[src/hw/rtl/lsra_pkg.sv]
// shared types and constants for the linear scan register allocator
`timescale 1ns / 1ps

package lsra_pkg;

  localparam int unsigned NUM_REGS  = 6;
  localparam int unsigned REG_BITS  = 3;
  localparam int unsigned POS_BITS  = 16;
  localparam int unsigned TEMP_BITS = 16;

  typedef logic [POS_BITS-1:0]  pos_t;
  typedef logic [TEMP_BITS-1:0] temp_t;
  typedef logic [REG_BITS-1:0]  reg_idx_t;
  typedef logic [NUM_REGS-1:0]  reg_vec_t;

  // register indexes, r10 to r15
  localparam reg_idx_t REG_R10 = 3'd0;
  localparam reg_idx_t REG_R11 = 3'd1;
  localparam reg_idx_t REG_R12 = 3'd2;
  localparam reg_idx_t REG_R13 = 3'd3;
  localparam reg_idx_t REG_R14 = 3'd4;
  localparam reg_idx_t REG_R15 = 3'd5;

  // preference order, callee-saved first across a call
  localparam reg_idx_t ORDER_CALL [NUM_REGS] =
    '{REG_R12, REG_R13, REG_R14, REG_R15, REG_R10, REG_R11};
  localparam reg_idx_t ORDER_NOCALL [NUM_REGS] =
    '{REG_R10, REG_R11, REG_R12, REG_R13, REG_R14, REG_R15};

  typedef struct packed {
    logic  new_function;
    temp_t temp_id;
    pos_t  start_pos;
    pos_t  end_pos;
    logic  spans_call;
  } item_t;

  typedef struct packed {
    temp_t    temp_id;
    logic     granted;
    reg_idx_t reg_index;
    logic     victim_valid;
    temp_t    victim_temp_id;
  } result_t;

endpackage

[src/hw/rtl/lsra_in_stage.sv]
// input register stage holding one interval beat
`timescale 1ns / 1ps

module lsra_in_stage
  import lsra_pkg::*;
(
  input  logic  clk_i,
  input  logic  rst_ni,
  input  logic  in_valid_i,
  output logic  in_ready_o,
  input  item_t item_i,
  input  logic  take_i,
  output logic  valid_o,
  output item_t item_o
);

  logic  valid_q, valid_d;
  item_t item_q;
  logic  accept;

  assign in_ready_o = !valid_q || take_i;
  assign accept     = in_valid_i && in_ready_o;

  always_comb begin
    valid_d = valid_q;
    if (accept) begin
      valid_d = 1'b1;
    end else if (take_i) begin
      valid_d = 1'b0;
    end
  end

  always_ff @(posedge clk_i or negedge rst_ni) begin
    if (!rst_ni) begin
      valid_q <= 1'b0;
    end else begin
      valid_q <= valid_d;
    end
  end

  always_ff @(posedge clk_i) begin
    if (accept) begin
      item_q <= item_i;
    end
  end

  assign valid_o = valid_q;
  assign item_o  = item_q;

endmodule

[src/hw/rtl/lsra_alloc.sv]
// slot file with expiry, preference pick and latest-end eviction
`timescale 1ns / 1ps

module lsra_alloc
  import lsra_pkg::*;
(
  input  logic    clk_i,
  input  logic    rst_ni,
  input  logic    fire_i,
  input  item_t   item_i,
  output result_t res_o
);

  reg_vec_t busy_q, busy_d;
  pos_t     end_q   [NUM_REGS];
  temp_t    owner_q [NUM_REGS];

  reg_vec_t live;
  reg_vec_t free;
  reg_idx_t ord [NUM_REGS];
  logic     found;
  reg_idx_t pick;
  reg_idx_t m01, m23, m45, m0123, best;
  logic     evict;
  result_t  res;

  // expiry and first free register in preference order
  always_comb begin
    for (int i = 0; i < NUM_REGS; i++) begin
      live[i] = busy_q[i] && !item_i.new_function && !(end_q[i] < item_i.start_pos);
      ord[i]  = item_i.spans_call ? ORDER_CALL[i] : ORDER_NOCALL[i];
    end
    free  = ~live;
    found = 1'b0;
    pick  = REG_R10;
    for (int k = NUM_REGS - 1; k >= 0; k--) begin
      if (free[ord[k]]) begin
        found = 1'b1;
        pick  = ord[k];
      end
    end
  end

  // latest end, lower index wins ties
  always_comb begin
    m01   = (end_q[REG_R11] > end_q[REG_R10]) ? REG_R11 : REG_R10;
    m23   = (end_q[REG_R13] > end_q[REG_R12]) ? REG_R13 : REG_R12;
    m45   = (end_q[REG_R15] > end_q[REG_R14]) ? REG_R15 : REG_R14;
    m0123 = (end_q[m23] > end_q[m01]) ? m23 : m01;
    best  = (end_q[m45] > end_q[m0123]) ? m45 : m0123;
    evict = !found && (end_q[best] > item_i.end_pos);
  end

  always_comb begin
    res.temp_id        = item_i.temp_id;
    res.granted        = found || evict;
    res.reg_index      = found ? pick : (evict ? best : REG_R10);
    res.victim_valid   = evict;
    res.victim_temp_id = evict ? owner_q[best] : '0;
    busy_d             = live;
    if (res.granted) begin
      busy_d[res.reg_index] = 1'b1;
    end
  end

  always_ff @(posedge clk_i or negedge rst_ni) begin
    if (!rst_ni) begin
      busy_q <= '0;
    end else if (fire_i) begin
      busy_q <= busy_d;
    end
  end

  always_ff @(posedge clk_i) begin
    if (fire_i && res.granted) begin
      end_q[res.reg_index]   <= item_i.end_pos;
      owner_q[res.reg_index] <= item_i.temp_id;
    end
  end

  assign res_o = res;

`ifndef SYNTHESIS
  a_victim_only_when_full: assert property (@(posedge clk_i) disable iff (!rst_ni)
    fire_i && res.victim_valid |-> res.granted && (free == '0))
    else $error("victim reported while a register was free");

  a_free_grants_plainly: assert property (@(posedge clk_i) disable iff (!rst_ni)
    fire_i && (free != '0) |-> res.granted && !res.victim_valid)
    else $error("free register not granted");

  a_new_function_one_busy: assert property (@(posedge clk_i) disable iff (!rst_ni)
    fire_i && item_i.new_function |=> $countones(busy_q) == 1)
    else $error("slots not cleared at new function");

  a_busy_holds_when_idle: assert property (@(posedge clk_i) disable iff (!rst_ni)
    !fire_i |=> $stable(busy_q))
    else $error("slot state changed without a beat");
`endif

endmodule

[src/hw/rtl/linear_scan_register_allocator_unit.sv]
// top level of the linear scan register allocator
`timescale 1ns / 1ps

// usage
//   input channel: in_valid_i / in_ready_o with one live interval a beat,
//   intervals given in order of start position
//   output channel: out_valid_o / out_ready_i with one allocation result a
//   beat for every interval, in input order
//   path: an accepted interval is held in the input register, and its
//   allocation result is registered in the output register
//   throughput: one interval every cycle while the output is not stalled;
//   the six slots are compared in parallel between the input register and
//   the output register, and the slot state is written back with each result
//   reset: rst_ni clears both stages and marks every register free
//   stall: while out_ready_i is low the result holds and one more interval
//   is taken into the input register, after which in_ready_o drops
//   new_function_i frees every register before that interval is handled

module linear_scan_register_allocator_unit
  import lsra_pkg::*;
(
  input  logic     clk_i,
  input  logic     rst_ni,
  input  logic     in_valid_i,
  output logic     in_ready_o,
  input  logic     new_function_i,
  input  temp_t    temp_id_i,
  input  pos_t     start_pos_i,
  input  pos_t     end_pos_i,
  input  logic     spans_call_i,
  output logic     out_valid_o,
  input  logic     out_ready_i,
  output temp_t    out_temp_id_o,
  output logic     granted_o,
  output reg_idx_t reg_index_o,
  output logic     victim_valid_o,
  output temp_t    victim_temp_id_o
);

  item_t   in_item;
  item_t   stage_item;
  logic    stage_valid;
  logic    take;
  result_t res;
  logic    out_valid_q, out_valid_d;
  result_t out_q;

  always_comb begin
    in_item.new_function = new_function_i;
    in_item.temp_id      = temp_id_i;
    in_item.start_pos    = start_pos_i;
    in_item.end_pos      = end_pos_i;
    in_item.spans_call   = spans_call_i;
  end

  assign take = stage_valid && (!out_valid_q || out_ready_i);

  lsra_in_stage u_in_stage (
    .clk_i      (clk_i),
    .rst_ni     (rst_ni),
    .in_valid_i (in_valid_i),
    .in_ready_o (in_ready_o),
    .item_i     (in_item),
    .take_i     (take),
    .valid_o    (stage_valid),
    .item_o     (stage_item)
  );

  lsra_alloc u_alloc (
    .clk_i  (clk_i),
    .rst_ni (rst_ni),
    .fire_i (take),
    .item_i (stage_item),
    .res_o  (res)
  );

  always_comb begin
    out_valid_d = out_valid_q;
    if (take) begin
      out_valid_d = 1'b1;
    end else if (out_ready_i) begin
      out_valid_d = 1'b0;
    end
  end

  always_ff @(posedge clk_i or negedge rst_ni) begin
    if (!rst_ni) begin
      out_valid_q <= 1'b0;
    end else begin
      out_valid_q <= out_valid_d;
    end
  end

  always_ff @(posedge clk_i) begin
    if (take) begin
      out_q <= res;
    end
  end

  assign out_valid_o      = out_valid_q;
  assign out_temp_id_o    = out_q.temp_id;
  assign granted_o        = out_q.granted;
  assign reg_index_o      = out_q.reg_index;
  assign victim_valid_o   = out_q.victim_valid;
  assign victim_temp_id_o = out_q.victim_temp_id;

endmodule
[config.mk]
export PLATFORM = sky130hd
export DESIGN_NAME = linear_scan_register_allocator_unit
export DESIGN_NICKNAME = d
export VERILOG_FILES = /design/src/hw/rtl/lsra_pkg.sv /design/src/hw/rtl/lsra_in_stage.sv /design/src/hw/rtl/lsra_alloc.sv /design/src/hw/rtl/linear_scan_register_allocator_unit.sv
export SDC_FILE = /design/constraint.sdc
export NUM_CORES = 1
export LEC_CHECK = 0
export BUFFER_PORTS_ARGS = -buffer_cell sky130_fd_sc_hd__buf_2
export CORE_AREA = 2 2 201 203
export CTS_CLUSTER_DIAMETER = 100
export DETAILED_ROUTE_END_ITERATION = 16
export DIE_AREA = 0 0 203 205
export PLACE_DENSITY = 0.53
export REMOVE_ABC_BUFFERS = 1
export SLEW_MARGIN = 20
export SYNTH_ARGS = -nofsm -noshare
export SYNTH_HDL_FRONTEND = slang
export SYNTH_HIERARCHICAL = 1
export SYNTH_SLANG_ARGS = --single-unit
[constraint.sdc]
create_clock -name clk_i -period 13.46 [get_ports clk_i]
set_input_delay 0 -clock clk_i [delete_from_list [all_inputs] [get_ports clk_i]]
set_output_delay 0 -clock clk_i [all_outputs]
set_load 0.02 [all_outputs]
==> impl_metrics.tcl <==
set metrics [dict create \
    grt_util_met1_pct 26.82 \
    power_density_nw_per_um2 140.6 \
    ys_ff_latch 287 \
    vdd_drop_max_uv 91.82 \
    stdcell_count 1941 \
    tightest_slew_ps 1122 \
    reg2reg_to "u_alloc/end_q[0][7]" \
    rsz0062_at_grt "false" \
    worstSetupPathType "reg -> reg" \
    grt_max_degree 51 \
    drt_iter0_drc 723 \
    crit_path_start_kind "flip-flop" \
    maxCapViolations 0 \
    syn-cell-area_um2 15550 \
    final_cell_mix "edfxtp_1 (279), ha_1 (186), nand2_1 (113), mux2i_1 (96), inv_1 (95)" \
    vias 10440 \
    n_antenna_cell 0 \
    numCtsBuffers 36 \
    status "finished, final reports clean" \
    netlist.area_leader.share_pct 53.87 \
    min_from "temp_id_i[12]" \
    drive_gt1_share_pct 13.42 \
    fp-row-count 73 \
    clock_skew_ps 17.61 \
    r2r_slack_ps 1560 \
    final_nets 1630 \
    grt-ovfl-total 0 \
    start_util_pct 39.50 \
    setup_violations 0 \
    cts_tree "built" \
    clk_pin_slew_ps 60 \
    cpMaxStageDelayCell "nor2_4" \
    htree_num_levels 2 \
    fp.dieArea_um2 41620 \
    cp_max_fo 46 \
    netlist.top_cell.by_area "edfxtp_1" \
    min_path_type "in -> reg" \
    grt_pass1_vias 10420 \
    cts_sinks 287 \
    r2r_cells 36 \
    drt-total-wl_um 41690 \
    die_w_um 203 \
    slew-limit-headroom_pct 25.20 \
    hold_depth 2 \
    coreArea_um2 39370 \
    drc 0 \
    antenna_found_initial 1 \
    crit_family "simple AND/OR/NAND/NOR gates" \
    syn_inst 1239 \
    ys_warn_count 6 \
    cts-root-buf "clkbuf_16" \
    grt-busiest-layer "met2" \
    io_buffer_count 92 \
    worst_path_most_repeated_cell "ha_1" \
    p_total_mw 2.576 \
    viasPerCell 5.377 \
    gp_congestion 0.9066 \
    maxSlewViolCount 0 \
    power.leakage_nw 7.539 \
    ant_nets 0 \
    clock_path_buffers 3 \
    routedWlPerCell_um 21.48 \
    end_kind "flip-flop" \
    max_freq_mhz 84.01 \
    ys_top_cells_by_area "edfxtp_1 (54%), ha_1 (15%), mux2i_1 (6.2%)" \
    layout_commonest_cell "edfxtp_1" \
    timing.hold.ws_ps 154.0 \
    setup_slack_ps 1557 \
    hold_viol 0 \
    ctsResizeCount 0 \
    synth.distinct_cells 75 \
    worst_ep_arrival_time_ps 12070 \
    period_needed_ps 11900 \
    syn_avg_cell_area_um2 12.55 \
    critPathRequiredTime_ps 13620 \
    synth-edff-count 279 \
    die_h_um 205 \
    rr_startpoint "u_alloc/end_q[1][15]" \
    clock_latency_ps 550 \
    grt.total_usage_pct 20.42 \
    cp_slowest_stage_delay_ps 870 \
    dpl.cell_count 1823 \
    cts_setup_buffers 0 \
    pre_cts_slack_ps 1598 \
    hold_buffers 54 \
    grt_pass1_wl_um 62820 \
    met3_usage_pct 3.436 \
    tns_ps 0 \
    yosysSeqAreaShare_pct 55.16 \
    synth_ff_type "edfxtp_1" \
    async_flop_share_pct 2.787 \
    drt_pass1_iterations 5 \
    worstHoldEndpoint "u_in_stage/item_o[45]" \
    fin_crit_sh_pct 88.44 \
    grt.met2_usage_pct 34.03 \
    pin_count 93 \
    crit_buf_inv 4 \
    worstSetupStartpoint "u_alloc/end_q[1][15]" \
    syn_to_final_growth_pct 17.81 \
    dpl.hpwl_um 29950 \
]
metrics by stage:
step	utilization, %	area (µm²)
2_1_floorplan	-	15260
3_3_place_gp	42.07	16560
3_5_place_dp	42.07	16560
4_1_cts	46.54	18320
5_1_grt	46.54	18320
6_report	46.54	18320
registers in the layout (all words and copies together) (netlist names):
name                flops
out_valid_o             1
out_temp_id_o          16
u_alloc/busy_q          6
u_in_stage/valid_o      1
u_alloc/end_q          96
reg_index_o             3
victim_valid_o          1
granted_o               1
u_alloc/owner_q        96
u_in_stage/item_o      50
victim_temp_id_o       16
metal layers:
metal  part of all wire [%]  up-vias  wire length, µm
met4                    3.4        0             1419
met5                      0        -                0
li1                       -     5028                -
met3                    4.7       65             1939
met1                     45     5104            18870
met2                     47      240            19460
kinds of logic (layout without fill, tap and decap cells):
logic type                 after synthesis  in the layout  synth area share (%)
AOI/OAI and AO/OA                      273            273                 11.51
adders and majority gates              186            186                 14.96
buffers and inverters                  145            322                 4.160
DFF                                    287            287                 55.16
muxes                                   96             96                 6.179
and+or+nand+nor                        252            252                 8.030
worst max path at each step:
stage	depth (start not counted)	slack [ps]	to
final	36	1560	u_alloc/end_q[0][7]
after global routing	36	740	u_alloc/end_q[0][13]
after CTS	36	1580	u_alloc/end_q[0][0]
after detailed placement	36	1600	u_alloc/end_q[0][0]
after global placement	34	1570	u_alloc/end_q[4][2]
after floorplan	33	880	u_alloc/end_q[3][0]
cells in the mapped netlist (all sizes together) (2+ instances only):
| cell | count |
|---|---|
| a2111o | 2 |
| a2111oi | 4 |
| a211o | 2 |
| a211oi | 10 |
| a21boi | 3 |
| a21o | 3 |
| a21oi | 85 |
| a221oi | 5 |
| a22oi | 2 |
| a2bb2oi | 3 |
| a31oi | 6 |
| a41oi | 4 |
| and2 | 4 |
| and3 | 3 |
| and4 | 4 |
| buf | 34 |
| clkbuf | 15 |
| dfrtp | 8 |
| edfxtp | 279 |
| ha | 186 |
| inv | 96 |
| mux2i | 96 |
| nand2 | 113 |
| nand2b | 9 |
| nand3 | 34 |
| nand4 | 26 |
| nor2 | 23 |
| nor2b | 7 |
| nor3 | 12 |
| nor4 | 8 |
| o211a | 17 |
| o211ai | 12 |
| o21a | 8 |
| o21ai | 88 |
| o221ai | 2 |
| o22ai | 3 |
| o311ai | 2 |
| o31a | 2 |
| o31ai | 2 |
| o41ai | 2 |
| or2 | 2 |
report_power, final:
part / internal, mW / leakage, nW / switching, mW
Clock: 0.611 / 0.591 / 0.385
Combinational: 0.189 / 4.27 / 0.317
Sequential: 1.04 / 2.68 / 0.0364
Total: 1.84 / 7.54 / 0.738
final cells by class:
class / instances / area [µm²]
Clock buffer: 45 / 965.9
Sequential cell: 287 / 8578
Multi-Input combinational cell: 807 / 6384
Timing Repair Buffer: 162 / 1121
Inverter: 96 / 360.3
Fill cell: 3585 / 21050
Tap cell: 525 / 656.9
Clock inverter: 19 / 255.2
No activity file was read; power rests on OpenSTA's default activity.
